===== src/rtl/line_break_joiner_core_macros.svh =====
// Assertion macros shared by the line break joiner RTL.
// Expects clk_i and rst_ni in the scope of each use.
`ifndef LINE_BREAK_JOINER_CORE_MACROS_SVH
`define LINE_BREAK_JOINER_CORE_MACROS_SVH

// Same-cycle implication.
`define LBJ_ASSERT_IMPL(lbl, ant, cons, msg) \
  lbl: assert property (@(posedge clk_i) disable iff (!rst_ni) (ant) |-> (cons)) \
    else $error(msg);

// Next-cycle implication.
`define LBJ_ASSERT_NEXT(lbl, ant, cons, msg) \
  lbl: assert property (@(posedge clk_i) disable iff (!rst_ni) (ant) |=> (cons)) \
    else $error(msg);

`endif


===== src/rtl/lbj_pkg.sv =====
// Shared types and constants of the line break joiner.
// No dependencies; imported by every RTL file.
`default_nettype none

package lbj_pkg;

  localparam int unsigned CHAR_W = 16;
  localparam int unsigned HELD_W = 6;

  localparam logic [HELD_W-1:0] MAX_HELD_HYPHENS = HELD_W'(63);

  localparam logic [CHAR_W-1:0] CH_NL  = 16'h000A;
  localparam logic [CHAR_W-1:0] CH_HY  = 16'h002D;
  localparam logic [CHAR_W-1:0] CH_SP  = 16'h0020;
  localparam logic [CHAR_W-1:0] CH_DOT = 16'h002E;

  typedef enum logic [0:0] {
    CFG_JOIN_LINES  = 1'b0,
    CFG_KEEP_BREAKS = 1'b1
  } lbj_cfg_idx_e;

  typedef enum logic [1:0] {
    ST_IDLE,
    ST_FLUSH,
    ST_FINAL
  } lbj_state_e;

  // Controller to datapath.
  typedef struct packed {
    logic sel_latched;  // decide on the latched item instead of the input
    logic latch_item;   // capture the input beat
    logic do_flush;     // emit one held hyphen
    logic do_final;     // apply the item's own result and state update
  } lbj_cmd_t;

  // Datapath to controller.
  typedef struct packed {
    logic can_load;     // output register free this cycle
    logic need_flush;   // current item must drain held hyphens first
    logic held_one;     // exactly one hyphen left
  } lbj_status_t;

endpackage

`default_nettype wire


===== src/rtl/lbj_datapath.sv =====
// Datapath of the line break joiner: config, history, hyphen count, output reg.
// Depends on lbj_pkg; driven by lbj_ctrl commands.
`default_nettype none

module lbj_datapath import lbj_pkg::*; (
  input  wire logic              clk_i,
  input  wire logic              rst_ni,
  input  wire logic              cfg_we_i,
  input  wire logic [0:0]        cfg_idx_i,
  input  wire logic [0:0]        cfg_data_i,
  input  wire logic              in_command_i,
  input  wire logic [CHAR_W-1:0] in_char_i,
  input  wire logic              out_ready_i,
  output logic                   out_valid_o,
  output logic [CHAR_W-1:0]      out_char_o,
  output logic                   out_eot_o,
  output logic                   out_last_o,
  input  wire lbj_cmd_t          cmd_i,
  output lbj_status_t            status_o
);

  logic              join_q, keep_q;
  logic [HELD_W-1:0] held_q, held_d;
  logic [CHAR_W-1:0] prev_q, prev_d, pprev_q, pprev_d;
  logic [1:0]        hist_q, hist_d;
  logic              out_valid_q, out_valid_d;
  logic [CHAR_W-1:0] out_char_q, out_char_d;
  logic              out_eot_q, out_eot_d, out_last_q, out_last_d;
  logic              item_cmd_q;
  logic [CHAR_W-1:0] item_char_q;

  logic              cur_cmd;
  logic [CHAR_W-1:0] cur_char;
  logic              is_hy, is_nl, can_load;
  logic              res_emit;
  logic [CHAR_W-1:0] res_char;
  logic [HELD_W-1:0] res_held;
  logic              load;
  logic [CHAR_W-1:0] note_char;
  logic              note;

  assign cur_cmd  = cmd_i.sel_latched ? item_cmd_q  : in_command_i;
  assign cur_char = cmd_i.sel_latched ? item_char_q : in_char_i;
  assign is_hy    = (cur_char == CH_HY);
  assign is_nl    = (cur_char == CH_NL);
  assign can_load = !out_valid_q || out_ready_i;

  assign status_o.can_load   = can_load;
  assign status_o.need_flush = (held_q != '0) && !(join_q && !cur_cmd && (is_hy || is_nl));
  assign status_o.held_one   = (held_q == HELD_W'(1));

  // Own result of a character item once no hyphens wait ahead of it.
  always_comb begin
    res_emit = 1'b1;
    res_char = cur_char;
    res_held = held_q;
    if (join_q && is_hy) begin
      if (held_q < MAX_HELD_HYPHENS) begin
        res_emit = 1'b0;
        res_held = held_q + HELD_W'(1);
      end
    end else if (join_q && is_nl) begin
      res_char = CH_SP;
      if (held_q != '0) begin
        // newline eats a held hyphen
        res_emit = 1'b0;
        res_held = held_q - HELD_W'(1);
      end else if (!keep_q) begin
        if (hist_q != 2'd0 && (prev_q == CH_SP || prev_q == CH_HY)) begin
          res_emit = 1'b0;
        end
      end else if (hist_q == 2'd0) begin
        res_char = CH_NL;
      end else if (prev_q == CH_SP) begin
        if (hist_q == 2'd2 && pprev_q != CH_DOT) begin
          res_emit = 1'b0;
        end else begin
          res_char = CH_NL;
        end
      end else if (prev_q == CH_HY) begin
        res_emit = 1'b0;
      end else if (prev_q == CH_DOT) begin
        res_char = CH_NL;
      end
    end
  end

  always_comb begin
    held_d     = held_q;
    prev_d     = prev_q;
    pprev_d    = pprev_q;
    hist_d     = hist_q;
    load       = 1'b0;
    note       = 1'b0;
    note_char  = res_char;
    out_char_d = out_char_q;
    out_eot_d  = out_eot_q;
    out_last_d = out_last_q;
    if (cmd_i.do_flush) begin
      held_d     = held_q - HELD_W'(1);
      load       = 1'b1;
      note       = 1'b1;
      note_char  = CH_HY;
      out_char_d = CH_HY;
      out_eot_d  = 1'b0;
      out_last_d = 1'b0;
    end else if (cmd_i.do_final) begin
      if (cur_cmd) begin
        load       = 1'b1;
        out_char_d = '0;
        out_eot_d  = 1'b1;
        out_last_d = 1'b1;
      end else begin
        held_d     = res_held;
        load       = res_emit;
        note       = res_emit;
        out_char_d = res_char;
        out_eot_d  = 1'b0;
        out_last_d = 1'b1;
      end
    end
    if (note) begin
      pprev_d = prev_q;
      prev_d  = note_char;
      if (hist_q != 2'd2) begin
        hist_d = hist_q + 2'd1;
      end
    end
    if (cmd_i.do_final && cur_cmd) begin
      held_d  = '0;
      prev_d  = '0;
      pprev_d = '0;
      hist_d  = 2'd0;
    end
    if (load) begin
      out_valid_d = 1'b1;
    end else if (out_ready_i) begin
      out_valid_d = 1'b0;
    end else begin
      out_valid_d = out_valid_q;
    end
  end

  always_ff @(posedge clk_i or negedge rst_ni) begin
    if (!rst_ni) begin
      join_q      <= 1'b1;
      keep_q      <= 1'b0;
      held_q      <= '0;
      prev_q      <= '0;
      pprev_q     <= '0;
      hist_q      <= 2'd0;
      out_valid_q <= 1'b0;
    end else begin
      if (cfg_we_i) begin
        case (cfg_idx_i)
          CFG_JOIN_LINES:  join_q <= cfg_data_i[0];
          CFG_KEEP_BREAKS: keep_q <= cfg_data_i[0];
          default: ;
        endcase
      end
      held_q      <= held_d;
      prev_q      <= prev_d;
      pprev_q     <= pprev_d;
      hist_q      <= hist_d;
      out_valid_q <= out_valid_d;
    end
  end

  always_ff @(posedge clk_i) begin
    out_char_q <= out_char_d;
    out_eot_q  <= out_eot_d;
    out_last_q <= out_last_d;
    if (cmd_i.latch_item) begin
      item_cmd_q  <= in_command_i;
      item_char_q <= in_char_i;
    end
  end

  assign out_valid_o = out_valid_q;
  assign out_char_o  = out_char_q;
  assign out_eot_o   = out_eot_q;
  assign out_last_o  = out_last_q;

endmodule

`default_nettype wire


===== config.mk =====
export PLATFORM = sky130hd
export DESIGN_NAME = lbj_datapath
export DESIGN_NICKNAME = d
export VERILOG_FILES = /design/src/rtl/line_break_joiner_core_macros.svh /design/src/rtl/lbj_pkg.sv /design/src/rtl/lbj_datapath.sv
export SDC_FILE = /design/constraint.sdc
export NUM_CORES = 1
export LEC_CHECK = 0
export BUFFER_PORTS_ARGS = -buffer_cell sky130_fd_sc_hd__buf_2
export CAP_MARGIN = 5
export CELL_PAD_IN_SITES_DETAIL_PLACEMENT = 1
export CELL_PAD_IN_SITES_GLOBAL_PLACEMENT = 1
export CORE_UTILIZATION = 41
export CTS_CLUSTER_DIAMETER = 120
export DETAILED_ROUTE_END_ITERATION = 10
export PLACE_DENSITY_LB_ADDON = 0.1
export SETUP_SLACK_MARGIN = 0.15
export SLEW_MARGIN = 5
export SYNTH_ARGS = -nofsm -noshare
export SYNTH_HDL_FRONTEND = slang
export SYNTH_SLANG_ARGS = --single-unit

===== constraint.sdc =====
create_clock -name clk_i -period 2.22 [get_ports clk_i]
set_input_delay 0.111 -clock clk_i [delete_from_list [all_inputs] [get_ports clk_i]]
set_output_delay 0.111 -clock clk_i [all_outputs]
set_load 0.01 [all_outputs]

==> flow_results.xml <==
<?xml version="1.0" encoding="UTF-8"?>
<metrics>
  <group name="route">
    <metric name="drt_iter0_markers" unit="">112</metric>
    <metric name="routed_wire_length_per_instance" unit="µm">18.04</metric>
    <metric name="viasPerCell" unit="">5.330</metric>
    <metric name="dr.pass1.iters" unit="">4</metric>
    <metric name="antenna_left" unit="">0</metric>
    <metric name="detail_route.drc_violations" unit="">0</metric>
    <metric name="routed_wirelength" unit="mm">10.37</metric>
    <metric name="routed_via_count" unit="">3065</metric>
  </group>
  <group name="floorplan">
    <metric name="dieArea" unit="µm²">9264</metric>
    <metric name="placeableCoreArea" unit="µm²">8678</metric>
    <metric name="die_width" unit="µm">96.25</metric>
    <metric name="starting_density_of_the_core" unit="%">41.97</metric>
    <metric name="die_h" unit="µm">96.25</metric>
    <metric name="pin_count" unit="">49</metric>
    <metric name="fp-row-count" unit="">34</metric>
  </group>
  <group name="worst_setup_path">
    <metric name="worstPathRequired" unit="ns">2.50</metric>
    <metric name="critPathLaunchType" unit="">flop</metric>
    <metric name="cp.buffers_inverters" unit="">5</metric>
    <metric name="critical_path.endpoint_type" unit="">flop</metric>
    <metric name="timing.setup.critical_path_class" unit="">reg2reg</metric>
    <metric name="critical_path.top_delay_family" unit="">buffers and inverters</metric>
    <metric name="crit_path_top_delay_cell" unit="">sky130_fd_sc_hd__edfxtp_1</metric>
    <metric name="timing.rr.start" unit="">item_char_q[7]</metric>
    <metric name="worst_ep_arrival_time" unit="ns">2.80</metric>
    <metric name="critical_path_s_most_frequent_cell" unit="">sky130_fd_sc_hd__buf_4</metric>
    <metric name="crit_path_cell_chain" unit="">and4bb_2 -&gt; o211ai_1 -&gt; buf_4 -&gt; a2111oi_4 -&gt; buf_4 -&gt; o221ai_2 -&gt; buf_4 -&gt; a31oi_4 -&gt; buf_12 -&gt; buf_8 -&gt; nand2_1 -&gt; o21ai_1</metric>
    <metric name="path_max_fanout" unit="">7</metric>
    <metric name="timing.critical_path.from" unit="">item_char_q[7]</metric>
    <metric name="largest_stage_delay_on_the_critical_path" unit="ns">0.41</metric>
  </group>
  <group name="finish">
    <metric name="syn_to_final_growth" unit="%">40.05</metric>
    <metric name="post_route_cells_drive_above_1_share" unit="%">39.61</metric>
    <metric name="multi_input_combinational_cell_area" unit="µm²">1768</metric>
    <metric name="fin_cells" unit="">575</metric>
    <metric name="finish.net_count" unit="">494</metric>
    <metric name="antenna_cells_inserted" unit="">0</metric>
    <metric name="final_core_utilization" unit="%">58.78</metric>
    <metric name="layout.area.seq" unit="µm²">1948</metric>
    <metric name="filler_cell_count" unit="">946</metric>
  </group>
  <group name="cts">
    <metric name="root_buffer" unit="">sky130_fd_sc_hd__clkbuf_8</metric>
    <metric name="tritoncts_clock_tree" unit="">done</metric>
    <metric name="path_clk_slew" unit="ns">0.09</metric>
    <metric name="tritoncts_num_sinks" unit="">78</metric>
    <metric name="clk-insertion-delay-late" unit="ns">0.36</metric>
    <metric name="htreeDepth" unit="">3</metric>
    <metric name="cts_buffer_depth" unit="">2</metric>
    <metric name="cts_buffers" unit="">9</metric>
  </group>
  <group name="power">
    <metric name="power-per-cell-area" unit="nW/µm²">777.8</metric>
    <metric name="vdd.ir_drop.worst" unit="µV">347.6</metric>
    <metric name="cellLeakagePower" unit="nW">2.350</metric>
  </group>
  <group name="global_routing">
    <metric name="grt_pass1_vias" unit="">3074</metric>
    <metric name="grt_pass1_wl" unit="mm">15.39</metric>
    <metric name="pin_count_of_the_biggest_net_entering_global_routing" unit="">26</metric>
    <metric name="globalRouteOverflowTotal" unit="">0</metric>
    <metric name="track_usage" unit="%">22.78</metric>
    <metric name="grt_antenna_before_repair" unit="">0</metric>
  </group>
  <group name="worst_hold_path">
    <metric name="timing.hold.worst.class" unit="">in2reg</metric>
    <metric name="min-delay-start" unit="">in_char_i[9]</metric>
  </group>
  <group name="synth">
    <metric name="synth_top_cells_by_count" unit="">52 x sky130_fd_sc_hd__nand2_1, 42 x sky130_fd_sc_hd__dfrtp_1, 27 x sky130_fd_sc_hd__o21ai_0, 22 x sky130_fd_sc_hd__nor2_1, 20 x sky130_fd_sc_hd__mux2i_1</metric>
    <metric name="most_instantiated_library_cell_after_synthesis" unit="">sky130_fd_sc_hd__nand2_1</metric>
    <metric name="netlist.top_cell.by_area" unit="">sky130_fd_sc_hd__dfrtp_1</metric>
    <metric name="seq_area_frac_synth" unit="%">53.49</metric>
    <metric name="syn-cell-area" unit="µm²">3642</metric>
    <metric name="netlist_instances" unit="">341</metric>
    <metric name="synth_top_area_share" unit="%">28.86</metric>
    <metric name="synth_nets" unit="">373</metric>
    <metric name="synth_simple_gate_area_share" unit="%">17.31</metric>
    <metric name="post_synth_num_cell_types" unit="">56</metric>
    <metric name="ys.flop_type" unit="">sky130_fd_sc_hd__dfrtp_1</metric>
    <metric name="netlist_top_cells_area" unit="">sky130_fd_sc_hd__dfrtp_1 29%, sky130_fd_sc_hd__edfxtp_1 14%, sky130_fd_sc_hd__dfxtp_1 9.9%, sky130_fd_sc_hd__mux2i_1 5.5%, sky130_fd_sc_hd__nand2_1 5.4%</metric>
    <metric name="synth_top_family_by_area" unit="">simple AND/OR/NAND/NOR gates</metric>
    <metric name="synth_compound_gate_area_share" unit="%">16.25</metric>
    <metric name="synth_async_sr_flop_share" unit="%">55.13</metric>
    <metric name="yosys.area_share.adder" unit="%">1.718</metric>
    <metric name="yosysWarnings" unit="">0</metric>
    <metric name="muxShareOfSynthArea" unit="%">7.351</metric>
    <metric name="synth-edff-count" unit="">17</metric>
    <metric name="synthXorXnorAreaFrac" unit="%">0.2405</metric>
    <metric name="synth.avg_cell_area" unit="µm²">10.68</metric>
    <metric name="yosys_register_bits" unit="">78</metric>
  </group>
  <group name="timing">
    <metric name="clock.fmax" unit="MHz">397.9</metric>
    <metric name="setup_viol" unit="">44</metric>
    <metric name="finalHoldViolations" unit="">0</metric>
    <metric name="fin_crit_sh" unit="%">113.2</metric>
    <metric name="total_negative_setup_slacks" unit="ns">-8.914</metric>
    <metric name="finalCriticalPeriod" unit="ns">2.513</metric>
    <metric name="slew_violations" unit="">0</metric>
    <metric name="relSlewSlack" unit="%">24.96</metric>
    <metric name="setup_repair_after_global_routing_missed_its_margin" unit="">yes</metric>
    <metric name="timing_worst_slew_pin_value" unit="ns">1.121</metric>
    <metric name="final.setup_skew" unit="ns">0.01070</metric>
    <metric name="final_critical_path_setup_slack" unit="ns">-0.2931</metric>
  </group>
  <group name="placed_design">
    <metric name="dp_hpwl" unit="mm">6.903</metric>
    <metric name="port_buffers" unit="">48</metric>
    <metric name="gp_congestion" unit="">0.7674</metric>
    <metric name="placed_cells" unit="">528</metric>
  </group>
  <group name="status">
    <metric name="violations" unit="">setup timing</metric>
    <metric name="outcome" unit="">finished with violations</metric>
  </group>
  <group name="run">
    <metric name="number_of_violations_of_the_max_capacitance_limit" unit="">0</metric>
  </group>
</metrics>
[state kept, by name, summed over array words and instances (netlist names)]
signal / count
hist_q: 2
pprev_q: 16
out_char_o: 16
out_eot_o: 1
out_valid_o: 1
out_last_o: 1
item_char_q: 16
keep_q: 1
join_q: 1
item_cmd_q: 1
prev_q: 16
held_q: 6
[placed cells by master, fill, tap and decap left out, drive strengths merged, types with 2 or more instances in the layout]
cell type    instances
a2111oi              2
nand2b               2
a21o                15
inv                 11
a22o                 3
clkinvlp             2
dfrtp               42
dfxtp               18
nor3b                2
mux2i               20
nand3                8
nor4                11
a21oi               11
nand4                3
dlygate4sd3         15
buf                109
o21ai               29
nand2               52
nor2                22
o211ai               3
and3                 3
mux2                 6
a41oi                2
nor3                 3
a211oi               6
nor4b                2
edfxtp              17
a31oi                3
clkbuf              12
or3                  2
ha                   5
nor4bb               2
and2                 4
or4                  2
[path summary, 6_finish.rpt]
kind,end,cells after the start,slack [ns]
worst max register to register,pprev_q[13],12,-0.29
worst max-delay path,pprev_q[13],12,-0.29
max in group asynchronous,pprev_q[12],3,1.38
worst min-delay path,item_char_q[9],2,0.05
min in group asynchronous,held_q[5],2,0.25
worst min register to register,out_char_o[15],2,0.46
[logic make-up (layout without fill, tap and decap cells)]
logic type / count (synthesis) / count (layout)
flops: 78 / 78
buf+inv: 25 / 151
mux: 26 / 26
simple gates: 124 / 124
xor+xnor: 1 / 1
compound gates: 82 / 82
fa+ha+maj: 5 / 5
[layout make-up]
type	instances	share of cell area (%)
timing repair buffer	127	19.92
multi-input combinational	238	34.66
sequential	78	38.19
inverter	8	0.5887
clock buffer	9	2.428
clock inverter	7	1.570
tap	108	2.649
[per-stage QoR]
stage / setup slack [ns] / hold slack (ns) / power [mW] / instance area (µm²)
6_report: -0.2931 / 0.04765 / 3.968 / 5101
5_1_grt: -0.3876 / 0.04805 / 4.160 / 5101
4_1_cts: -0.1899 / 0.02821 / 3.913 / 4885
3_5_place_dp: -0.3106 / 0.1242 / 2.716 / 4305
3_3_place_gp: -0.2153 / 0.1175 / 2.675 / 4305
2_1_floorplan: 0.01154 / -0.1846 / 2.315 / 3684
[power breakdown]
group / switching [mW] / total, mW / internal, mW
clock: 0.587 / 1.12 / 0.533
combinational: 0.550 / 1.10 / 0.549
sequential: 0.123 / 1.75 / 1.63
[metal layers]
metal,GRT usage (%),part of all wire [%],vias up
li1,-,-,1485
met4,9.577,2.0,0
met1,28.81,44,1507
met2,38.12,51,55
met3,4.107,2.9,18
met5,0,0,-
[timing repair]
item / 4_1_cts / 5_1_grt
buffers inserted: 8 / 4
hold endpoints to repair: 34 / 0
resized for setup: 43 / 32
pin swaps: 20 / 14
endpoints found under the setup margin: 50 / 50
hold buffers: 15 / 0
gates cloned: 1 / 3
Note: power is estimated with default switching activity, not from simulation.
