$ cat config.mk
export PLATFORM = sky130hd
export DESIGN_NAME = lbj_ctrl
export DESIGN_NICKNAME = d
export VERILOG_FILES = /design/src/rtl/lbj_pkg.sv /design/src/rtl/lbj_ctrl.sv
export VERILOG_INCLUDE_DIRS = /design/src /design/src/rtl
export SDC_FILE = /design/constraint.sdc
export NUM_CORES = 1
export LEC_CHECK = 0
export CAP_MARGIN = 20
export CORE_AREA = 8 8 45 47
export DETAILED_ROUTE_END_ITERATION = 8
export DIE_AREA = 0 0 53 55
export DONT_BUFFER_PORTS = 1
export GPL_TIMING_DRIVEN = 0
export PLACE_DENSITY_LB_ADDON = 0.3
export SYNTH_ARGS = -nofsm -noshare
export SYNTH_HDL_FRONTEND = slang
export SYNTH_SLANG_ARGS = --single-unit
$ cat constraint.sdc
create_clock -name clk_i -period 1.58 [get_ports clk_i]
set_clock_uncertainty 0.2 [all_clocks]
set_input_delay 0.316 -clock clk_i [delete_from_list [all_inputs] [get_ports clk_i]]
set_output_delay 0.316 -clock clk_i [all_outputs]
set_load 0.05 [all_outputs]
$ cat src/rtl/line_break_joiner_core_macros.svh
// Assertion macros shared by the line break joiner RTL.
// Expects clk_i and rst_ni in the scope of each use.
`ifndef LINE_BREAK_JOINER_CORE_MACROS_SVH
`define LINE_BREAK_JOINER_CORE_MACROS_SVH

// Same-cycle implication.
`define LBJ_ASSERT_IMPL(lbl, ant, cons, msg) \
  lbl: assert property (@(posedge clk_i) disable iff (!rst_ni) (ant) |-> (cons)) \
    else $error(msg);

// Next-cycle implication.
`define LBJ_ASSERT_NEXT(lbl, ant, cons, msg) \
  lbl: assert property (@(posedge clk_i) disable iff (!rst_ni) (ant) |=> (cons)) \
    else $error(msg);

`endif

$ cat src/rtl/lbj_pkg.sv
// Shared types and constants of the line break joiner.
// No dependencies; imported by every RTL file.
`default_nettype none

package lbj_pkg;

  localparam int unsigned CHAR_W = 16;
  localparam int unsigned HELD_W = 6;

  localparam logic [HELD_W-1:0] MAX_HELD_HYPHENS = HELD_W'(63);

  localparam logic [CHAR_W-1:0] CH_NL  = 16'h000A;
  localparam logic [CHAR_W-1:0] CH_HY  = 16'h002D;
  localparam logic [CHAR_W-1:0] CH_SP  = 16'h0020;
  localparam logic [CHAR_W-1:0] CH_DOT = 16'h002E;

  typedef enum logic [0:0] {
    CFG_JOIN_LINES  = 1'b0,
    CFG_KEEP_BREAKS = 1'b1
  } lbj_cfg_idx_e;

  typedef enum logic [1:0] {
    ST_IDLE,
    ST_FLUSH,
    ST_FINAL
  } lbj_state_e;

  // Controller to datapath.
  typedef struct packed {
    logic sel_latched;  // decide on the latched item instead of the input
    logic latch_item;   // capture the input beat
    logic do_flush;     // emit one held hyphen
    logic do_final;     // apply the item's own result and state update
  } lbj_cmd_t;

  // Datapath to controller.
  typedef struct packed {
    logic can_load;     // output register free this cycle
    logic need_flush;   // current item must drain held hyphens first
    logic held_one;     // exactly one hyphen left
  } lbj_status_t;

endpackage

`default_nettype wire

$ cat src/rtl/lbj_ctrl.sv
// Sequencing FSM of the line break joiner: accept, hyphen flush, final result.
// Depends on lbj_pkg and the assertion macro header.
`default_nettype none
`include "line_break_joiner_core_macros.svh"

module lbj_ctrl import lbj_pkg::*; (
  input  wire logic        clk_i,
  input  wire logic        rst_ni,
  input  wire logic        in_valid_i,
  output logic             in_ready_o,
  input  wire lbj_status_t status_i,
  output lbj_cmd_t         cmd_o
);

  lbj_state_e state_q, state_d;

  always_ff @(posedge clk_i or negedge rst_ni) begin
    if (!rst_ni) begin
      state_q <= ST_IDLE;
    end else begin
      state_q <= state_d;
    end
  end

  always_comb begin
    state_d    = state_q;
    in_ready_o = 1'b0;
    cmd_o      = '0;
    case (state_q)
      ST_IDLE: begin
        in_ready_o = status_i.can_load;
        if (in_valid_i && status_i.can_load) begin
          if (status_i.need_flush) begin
            cmd_o.latch_item = 1'b1;
            state_d          = ST_FLUSH;
          end else begin
            cmd_o.do_final = 1'b1;
          end
        end
      end
      ST_FLUSH: begin
        cmd_o.sel_latched = 1'b1;
        if (status_i.can_load) begin
          cmd_o.do_flush = 1'b1;
          if (status_i.held_one) begin
            state_d = ST_FINAL;
          end
        end
      end
      ST_FINAL: begin
        cmd_o.sel_latched = 1'b1;
        if (status_i.can_load) begin
          cmd_o.do_final = 1'b1;
          state_d        = ST_IDLE;
        end
      end
      default: begin
        state_d = ST_IDLE;
      end
    endcase
  end

  `LBJ_ASSERT_IMPL(a_no_accept_busy, state_q != ST_IDLE, !in_ready_o, "ready while busy")
  `LBJ_ASSERT_IMPL(a_one_step, 1'b1, !(cmd_o.do_flush && cmd_o.do_final), "flush and final")
  `LBJ_ASSERT_IMPL(a_step_needs_room, cmd_o.do_flush || cmd_o.do_final, status_i.can_load,
    "step without output room")
  `LBJ_ASSERT_NEXT(a_last_hyphen, state_q == ST_FLUSH && status_i.can_load && status_i.held_one,
    state_q == ST_FINAL, "flush did not end")

endmodule

`default_nettype wire

==> flow_summary.json, run 1 <==
{
  "cp.arrival_ps": 1280,
  "grt_pass1_vias": 268,
  "dp_hpwl_um": 485,
  "timing.setup.critical_path_class": "flop to output port",
  "p_clk_share_pct": 9.9,
  "period_minus_slack_ps": 1790,
  "drt_pass1_iterations": 1,
  "crit_fanout": 3,
  "htree_levels": 1,
  "fin_nets": 50,
  "core_area_mm2": 0.00138,
  "vias": 241,
  "p_sw_share_pct": 46.7,
  "netSwitchingPower_uw": 516,
  "pwr-share-comb_pct": 80.9,
  "n_fill_cell": 136,
  "grt_max_degree": 8,
  "critical_path.endpoint_type": "output port",
  "p_leak_nw": 0.192,
  "vias_per_cell": 4.55,
  "clk_pin_slew_ps": 30,
  "rsz0062_at_grt": "true",
  "max_freq_mhz": 558,
  "synthTopCellsByArea": "ha_1 27%, dfrtp_1 21%, nand2b_1 8.0%, mux2_4 6.4%, a41o_1 4.3%",
  "hold_viol": 0,
  "die_h_um": 55,
  "synth_cells": 25,
  "synthArstFlopShare_pct": 100,
  "relSlewSlack_pct": 78.4,
  "grt_pass1_wl_mm": 1.06,
  "cts_made_buffers": 3,
  "synth_top_area_cell": "ha_1",
  "min_path_type": "input pin to asynchronous set/reset pin",
  "internal-power_uw": 590,
  "multi_input_area_um2": 275,
  "max-vdd-ir-drop_uv": 781,
  "io_buffers": 0,
  "cts_tree": "done",
  "ys_ff_latch": 2,
  "area_growth_pct": 92.0,
  "setup_violations": 6,
  "antenna_found_initial": 0,
  "largest_reg_flops": 2,
  "wl_per_cell_um": 13.8,
  "synth_top_area_share_pct": 26.6,
  "syn_area_um2": 235,
  "slew_viol_final": 0,
  "syn_avg_cell_area_um2": 9.41,
  "grt_overflow": 0,
  "clock_sinks": 2,
  "dr.first_iter.drc_count": 0,
  "tightest_slew_ps": 323,
  "ff_latch_area_um2": 50.0,
  "rows": 14,
  "synth_most_common_cell": "ha_1",
  "ys_seq_area_share_pct": 21.3,
  "yosys-top-cells-count": "5 x ha_1, 3 x nand2b_1",
  "cts.path.max_buffers": 2,
  "cp_data_required_time_ps": 1060,
  "yosys.cell_types.count": 15,
  "drc": 0,
  "fin_ws_ps": -212,
  "yosysWarningCount": 0,
  "grt_util_all_layers_pct": 5.40,
  "cap_violations": 0,
  "root_buffer": "clkbuf_4",
  "top_regs": "state_q (2)",
  "antenna_cells": 0,
  "synth_nets": 36,
  "timing.setup.tns_ps": -675,
  "violations": "negative setup slack",
  "start_util_pct": 17.0,
  "wirelength_um": 733,
  "insertion_delay_ps": 220,
  "rrSetupSlack_ps": -120,
  "fin_crit_sh_pct": 113,
  "power_density_mw_per_mm2": 2450,
  "die_x_um": 53,
  "hold_slack_ps": 123,
  "power_frac_seq_pct": 9.1,
  "die_area_mm2": 0.00292,
  "synth_ff_type": "dfrtp_1",
  "start_kind": "flop",
  "synth_edf_count": 0,
  "status": "complete, but fails checks",
  "drive_gt1_share_pct": 70.3,
  "final_antenna_net_count": 0,
  "place_congestion": 0.591,
  "top_register": "state_q",
  "ios": 11
}
[critical path, cell delays in order (launching register included)]
cell      delay (ps)
dfrtp_1          400
inv_2            120
ha_4             160
nand2b_4          60
nor2_4           100
o21a_4           220
[cell usage in the layout (no fill, tap or decap), types with 2 or more instances in the layout]
master,synthesis,layout
nand2b_1,3,2
buf_4,0,7
and2_4,0,2
dfrtp_1,2,2
clkbuf_4,0,3
ha_4,0,4
nor2_4,0,2
[layout make-up]
cell class	count	share of cell area (%)
Clock buffer	3	4.99
Sequential cell	2	11.1
Timing Repair Buffer	9	16.3
Inverter	2	2.22
Tap cell	16	4.43
Multi-Input combinational cell	21	60.9
[power groups by stage]
| stage | Combinational, mW | Sequential, mW | Clock, mW |
|---|---|---|---|
| after floorplan | 0.566 | 0.101 | 0 |
| after global placement | 0.620 | 0.109 | 0 |
| after detailed placement | 0.625 | 0.109 | 0 |
| after CTS | 0.784 | 0.0980 | 0.121 |
| after global routing | 0.948 | 0.104 | 0.121 |
| final | 0.895 | 0.101 | 0.110 |
[through the flow]
stage	power [mW]	std cells	util, %	area, µm²	worst slack (ps)
2_1_floorplan	0.667	25	-	292	-20.8
3_3_place_gp	0.729	41	22.5	312	-125
3_5_place_dp	0.734	41	22.5	312	-125
4_1_cts	1.00	51	29.7	412	-226
5_1_grt	1.17	53	32.6	452	-269
6_report	1.11	53	32.6	452	-212
[path summary, 6_finish.rpt]
check                              to   startpoint  cells after the start
hold / removal             state_q[1]       rst_ni                      1
setup / recovery             cmd_o[0]   state_q[0]                      5
setup reg to reg           state_q[1]   state_q[0]                      6
max in group asynchronous  state_q[0]       rst_ni                      1
min in group clk_i         state_q[0]  status_i[2]                      2
hold reg to reg            state_q[1]   state_q[1]                      2
[what timing repair did]
item / CTS / global route
hold buffers: 1 / 0
resized for setup: 5 / 5
hold endpoints to repair: 2 / 0
pin swaps: 7 / 8
endpoints found under the setup margin: 7 / 7
setup buffers: 6 / 2
[logic make-up after synthesis]
kind of cell,Yosys count,share of synthesized area [%]
mux,1,6.38
buf+inv,2,3.19
compound gates,5,18.1
simple gates,10,24.5
fa+ha+maj,5,26.6
flops,2,21.3
[per-layer routing]
| layer | track usage (%) | part of all wire [%] | vias up | routed length [µm] |
|---|---|---|---|---|
| met5 | 0 | 0 | - | 0 |
| met4 | 6.47 | 0 | 0 | 0 |
| met3 | 2.67 | 9.5 | 0 | 70 |
| met2 | 10.2 | 61 | 5 | 448 |
| met1 | 3.33 | 29 | 123 | 214 |
| li1 | - | - | 113 | - |
Power figures use the tool's default switching activity.
==> run 2, diff against run 1 <==
--- a/config.mk
+++ b/config.mk
@@ -8,6 +8,7 @@
 export LEC_CHECK = 0
 export CAP_MARGIN = 20
 export CORE_AREA = 8 8 45 47
+export CTS_BUF_LIST = sky130_fd_sc_hd__clkbuf_16
 export DETAILED_ROUTE_END_ITERATION = 8
 export DIE_AREA = 0 0 53 55
 export DONT_BUFFER_PORTS = 1
==> flow_summary.json, run 2 (same netlist as run 1, synthesis figures left out) <==
{
  "clk_pin_slew_ps": 30,
  "setup_violations": 6,
  "hold_viol": 0,
  "timing.setup.critical_path_class": "flop to output port",
  "grt_pass1_wl_mm": 1.15,
  "hold_slack_ps": 134,
  "max_freq_mhz": 555,
  "area_growth_pct": 110,
  "grt_util_all_layers_pct": 5.68,
  "layout_common_cells": "6 x buf_4, 3 x ha_4, 3 x clkbuf_16",
  "cts_made_buffers": 3,
  "crit_fanout": 3,
  "wirelength_um": 721,
  "finalPower_mw": 1.33,
  "vias": 229,
  "clock_sinks": 2,
  "top_regs": "state_q (2)",
  "grt_pass1_vias": 279,
  "worst-r2r-cell-count": 6,
  "antenna_found_initial": 0,
  "place_congestion": 0.591,
  "cts_tree": "done",
  "p_leak_nw": 0.211,
  "pre_cts_ws_ps": -125,
  "rrSetupSlack_ps": -200,
  "die_area_mm2": 0.00292,
  "grt_overflow": 0,
  "rows": 14,
  "antenna_cells": 0,
  "dr.first_iter.drc_count": 1,
  "dp_hpwl_um": 485,
  "r2r_end": "state_q[1]",
  "r2r-start": "state_q[0]",
  "wl_per_cell_um": 13.9,
  "final_common_cell": "buf_4",
  "largest_reg_flops": 2,
  "fin_nets": 49,
  "cts.path.max_buffers": 2,
  "dp_cells": 41,
  "period_minus_slack_ps": 1800,
  "die_x_um": 53,
  "top_register": "state_q",
  "drive_gt1_share_pct": 72.2,
  "violations": "negative setup slack",
  "io_buffers": 0,
  "min_path_type": "input pin to asynchronous set/reset pin",
  "start_util_pct": 17.0,
  "die_h_um": 55,
  "slew_viol_final": 0,
  "start_kind": "flop",
  "final_antenna_net_count": 0,
  "cp.arrival_ps": 1290,
  "status": "complete, but fails checks",
  "htree_levels": 1,
  "grt_max_degree": 8,
  "critical_path.endpoint_type": "output port",
  "drc": 0,
  "n_fill_cell": 139,
  "ios": 11,
  "fin_crit_sh_pct": 114,
  "rsz0062_at_grt": "true",
  "power_density_mw_per_mm2": 2700,
  "max-vdd-ir-drop_uv": 742,
  "cap_violations": 0,
  "vias_per_cell": 4.40,
  "root_buffer": "clkbuf_16",
  "core_area_mm2": 0.00138,
  "cp_data_required_time_ps": 1060,
  "insertion_delay_ps": 220,
  "crit_start": "state_q[0]",
  "drt_pass1_iterations": 4,
  "stdcell_count": 52,
  "final_util_pct": 35.6,
  "relSlewSlack_pct": 78.4,
  "fin_ws_ps": -223,
  "tightest_slew_ps": 323
}
==> run 2: changes by cell type in the layout (fill, tap and decap cells not counted), sizes merged <==
| cell | delta |
|---|---|
| buf | -1 |
==> run 2: what timing repair did <==
item | in CTS | in global routing
gates resized for setup | 5 | 5
hold buffers | 1 | 0
endpoints found under the hold margin | 2 | 0
gates cloned | 0 | 0
setup endpoints to repair | 7 | 7
buffers inserted | 5 | 2
pin swaps | 7 | 7
==> run 2: routing by layer <==
layer	vias up	wire (µm)	global-route usage (%)
met5	-	0	0
met4	0	0	6.47
met3	0	68	3.48
met2	6	412	9.57
met1	113	240	4.10
li1	110	-	-
==> run 2: through the flow <==
stage	cell area (µm²)	TNS, ps
2_1_floorplan	292	-26.2
3_5_place_dp	312	-289
6_report	493	-926
5_1_grt	493	-1210
4_1_cts	453	-918
3_3_place_gp	312	-242
==> run 2: worst max path at each step <==
| stage | end | slack [ps] | cells after the start |
|---|---|---|---|
| after floorplan | state_q[1] | -20 | 5 |
| after global placement | state_q[1] | -120 | 5 |
| after detailed placement | state_q[1] | -120 | 5 |
| after CTS | cmd_o[0] | -220 | 5 |
| after global routing | cmd_o[0] | -260 | 5 |
| final | cmd_o[0] | -220 | 5 |
==> run 2: power breakdown <==
group	leakage, nW	switching (mW)	internal, mW
clock	0.0370	0.0535	0.322
sequential	0.0250	0.0255	0.0767
combinational	0.149	0.455	0.401
==> run 2: layout make-up <==
type	count	area (µm²)	area share (%)
Multi-Input combinational cell	21	272	55.1
Timing Repair Buffer	8	66.3	13.5
Clock buffer	3	75.1	15.2
Sequential cell	2	50.0	10.2
Tap cell	16	20.0	4.06
Inverter	2	10.0	2.03
==> run 2: worst max-delay path: stages (launching register included) <==
cell	delay, ps
dfrtp_1	400
inv_2	120
ha_4	160
nand2b_4	60
nor2_4	100
o21a_4	220
==> run 3, diff against run 2 <==
--- a/config.mk
+++ b/config.mk
@@ -6,6 +6,7 @@
 export SDC_FILE = /design/constraint.sdc
 export NUM_CORES = 1
 export LEC_CHECK = 0
+export ABC_AREA = 1
 export CAP_MARGIN = 20
 export CORE_AREA = 8 8 45 47
 export CTS_BUF_LIST = sky130_fd_sc_hd__clkbuf_16
==> flow_summary.json, run 3 <==
{
  "drc": 0,
  "cp.arrival_ps": 1310,
  "die_x_um": 53,
  "synth_top_area_cell": "ha_1",
  "period_minus_slack_ps": 1830,
  "critical_path.endpoint_type": "output port",
  "yosys.area_share.simple_pct": 33.5,
  "synthAdderAreaFrac_pct": 27.5,
  "rrSetupSlack_ps": 70,
  "yosys-top-cells-count": "12 x nand2_1, 7 x inv_1, 5 x ha_1, 2 x dfrtp_1",
  "final_common_cell": "nand2_1",
  "synth_nets": 44,
  "dp_hpwl_um": 431,
  "slowest_delay_ps": 380,
  "critPathTopFamily": "flip-flops",
  "timing.setup.critical_path_class": "flop to output port",
  "critPathBufInv": 1,
  "critical_path_depth": 4,
  "synth_ff_type": "dfrtp_1",
  "synthTopCellsByArea": "ha_1 27%, dfrtp_1 22%, nand2_1 20%, inv_1 12%, nand3_2 4.4%",
  "timing.setup.tns_ps": -778,
  "max-vdd-ir-drop_uv": 996,
  "rows": 14,
  "grt_max_degree": 7,
  "wirelength_um": 634,
  "max_freq_mhz": 547,
  "grt_pass1_wl_um": 993,
  "die_h_um": 55,
  "synth_top_family_by_area": "simple AND/OR/NAND/NOR gates",
  "synth-compound-area-share_pct": 5.49,
  "top_register": "state_q",
  "yosysWarningCount": 0,
  "core_area_mm2": 0.00138,
  "cts_made_buffers": 3,
  "dp_cells": 49,
  "cp_data_required_time_ps": 1060,
  "final_antenna_net_count": 0,
  "layout_common_cells": "9 x nand2_1, 6 x buf_4, 3 x inv_1, 3 x nand2_2, 3 x clkbuf_16",
  "vias": 231,
  "synth_most_common_cell": "nand2_1",
  "synth_cells": 33,
  "status": "complete, but fails checks",
  "r2r_end": "state_q[0]",
  "synth-xor-area-share_pct": 0,
  "path_cells": "inv_2 -> ha_4 -> nand3_4 -> o21ai_4",
  "htree_levels": 1,
  "wl_per_cell_um": 10.7,
  "drive_gt1_share_pct": 51.2,
  "crit_fanout": 4,
  "ios": 11,
  "place_congestion": 0.631,
  "tightest_slew_ps": 381,
  "ys_seq_area_share_pct": 22.0,
  "synth_top_area_share_pct": 27.5,
  "place_area_um2": 289,
  "area_growth_pct": 96.2,
  "r2r-start": "state_q[0]",
  "p_leak_nw": 0.204,
  "power_density_mw_per_mm2": 2620,
  "cp_slowest_cell": "dfrtp_1",
  "yosys.cell_types.count": 11,
  "grt_overflow": 0,
  "root_buffer": "clkbuf_16",
  "vias_per_cell": 3.92,
  "syn_area_um2": 228,
  "top_regs": "state_q (2)",
  "stdcell_count": 59,
  "io_buffers": 0,
  "crit_start": "state_q[1]",
  "clock_sinks": 2,
  "start_kind": "flop",
  "dr.first_iter.drc_count": 1,
  "grt_util_all_layers_pct": 5.08,
  "ff_latch_area_um2": 50.0,
  "relSlewSlack_pct": 74.5,
  "fin_crit_sh_pct": 116,
  "syn_avg_cell_area_um2": 6.90,
  "ys_ff_latch": 2,
  "final_cell_area_um2": 447,
  "antenna_cells": 0,
  "synthArstFlopShare_pct": 100,
  "fin_ws_ps": -248,
  "cts.path.max_buffers": 2,
  "cap_violations": 0,
  "synth.area.mux_share_pct": 0,
  "multi_input_area_um2": 213,
  "synth_edf_count": 0,
  "setup_violations": 4,
  "clk_pin_slew_ps": 30,
  "start_util_pct": 16.5,
  "endpoint": "cmd_o[0]",
  "insertion_delay_ps": 220,
  "die_area_mm2": 0.00292,
  "violations": "negative setup slack",
  "grt_pass1_vias": 245,
  "rsz0062_at_grt": "true",
  "pre_cts_ws_ps": -63.0,
  "largest_reg_flops": 2,
  "cts_tree": "done",
  "min_path_type": "input pin to asynchronous set/reset pin",
  "fin_nets": 56,
  "slew_viol_final": 0,
  "worst-r2r-cell-count": 6,
  "hold_viol": 0,
  "antenna_found_initial": 0,
  "n_fill_cell": 148,
  "drt_pass1_iterations": 2
}
run 3: changes by cell type after synthesis, sizes merged, moves of 2 or more:
cell,change
nand3,+2
inv,+5
and2,-2
nand2b,-3
nand2,+10
run 3: cell families (layout without fill, tap and decap cells):
kind of cell	after synthesis	after routing
flip-flops	2	2
adder cells (fa/ha/maj)	5	5
AO/OA/AOI/OAI	2	2
buffers and inverters	7	17
AND/OR/NAND/NOR	17	17
run 3: timing repair:
action / CTS / global route
hold buffers: 1 / 0
buffers inserted: 6 / 0
pin swaps: 2 / 1
resized for setup: 6 / 1
hold endpoints to repair: 2 / 0
setup endpoints to repair: 5 / 6
run 3: routing by layer:
layer,share of wire [%],GRT usage [%]
met3,12,3.48
met2,52,7.81
met1,34,4.71
met4,1.7,3.88
met5,0,0
run 3: cell type report:
class	count	area share, %
repair buffers	7	12.3
well taps	16	4.48
clock buffers	3	16.8
flip-flops and latches	2	11.2
multi-input cells	24	47.6
inverters	7	7.56
run 3: report_power, final:
part | total [mW] | internal, mW | switching (mW)
Combinational | 0.696 | 0.272 | 0.424
Sequential | 0.0946 | 0.0761 | 0.0185
Clock | 0.380 | 0.322 | 0.0576
run 3: worst min-delay path by stage:
stage	startpoint	endpoint	cells past startpoint
after detailed placement	rst_ni	state_q[0]	0
final	rst_ni	state_q[1]	1
after global routing	rst_ni	state_q[0]	1
after floorplan	rst_ni	state_q[0]	0
after CTS	rst_ni	state_q[0]	1
after global placement	rst_ni	state_q[0]	0
run 3: metrics by stage:
step           hold WS [ps]  util, %  total power [mW]
3_3_place_gp           -180     20.9             0.609
2_1_floorplan          -180        -             0.556
6_report                136     32.3              1.17
5_1_grt                 148     32.3              1.25
4_1_cts                 134     32.1              1.18
3_5_place_dp           -180     20.9             0.613
run 3: worst register-to-register path, cell delays in order (launching register included):
cell	delay, ps
dfrtp_1	390
buf_4	140
ha_1	230
o21bai_1	190
nand3_1	120
nand2_1	70
nand2_1	50
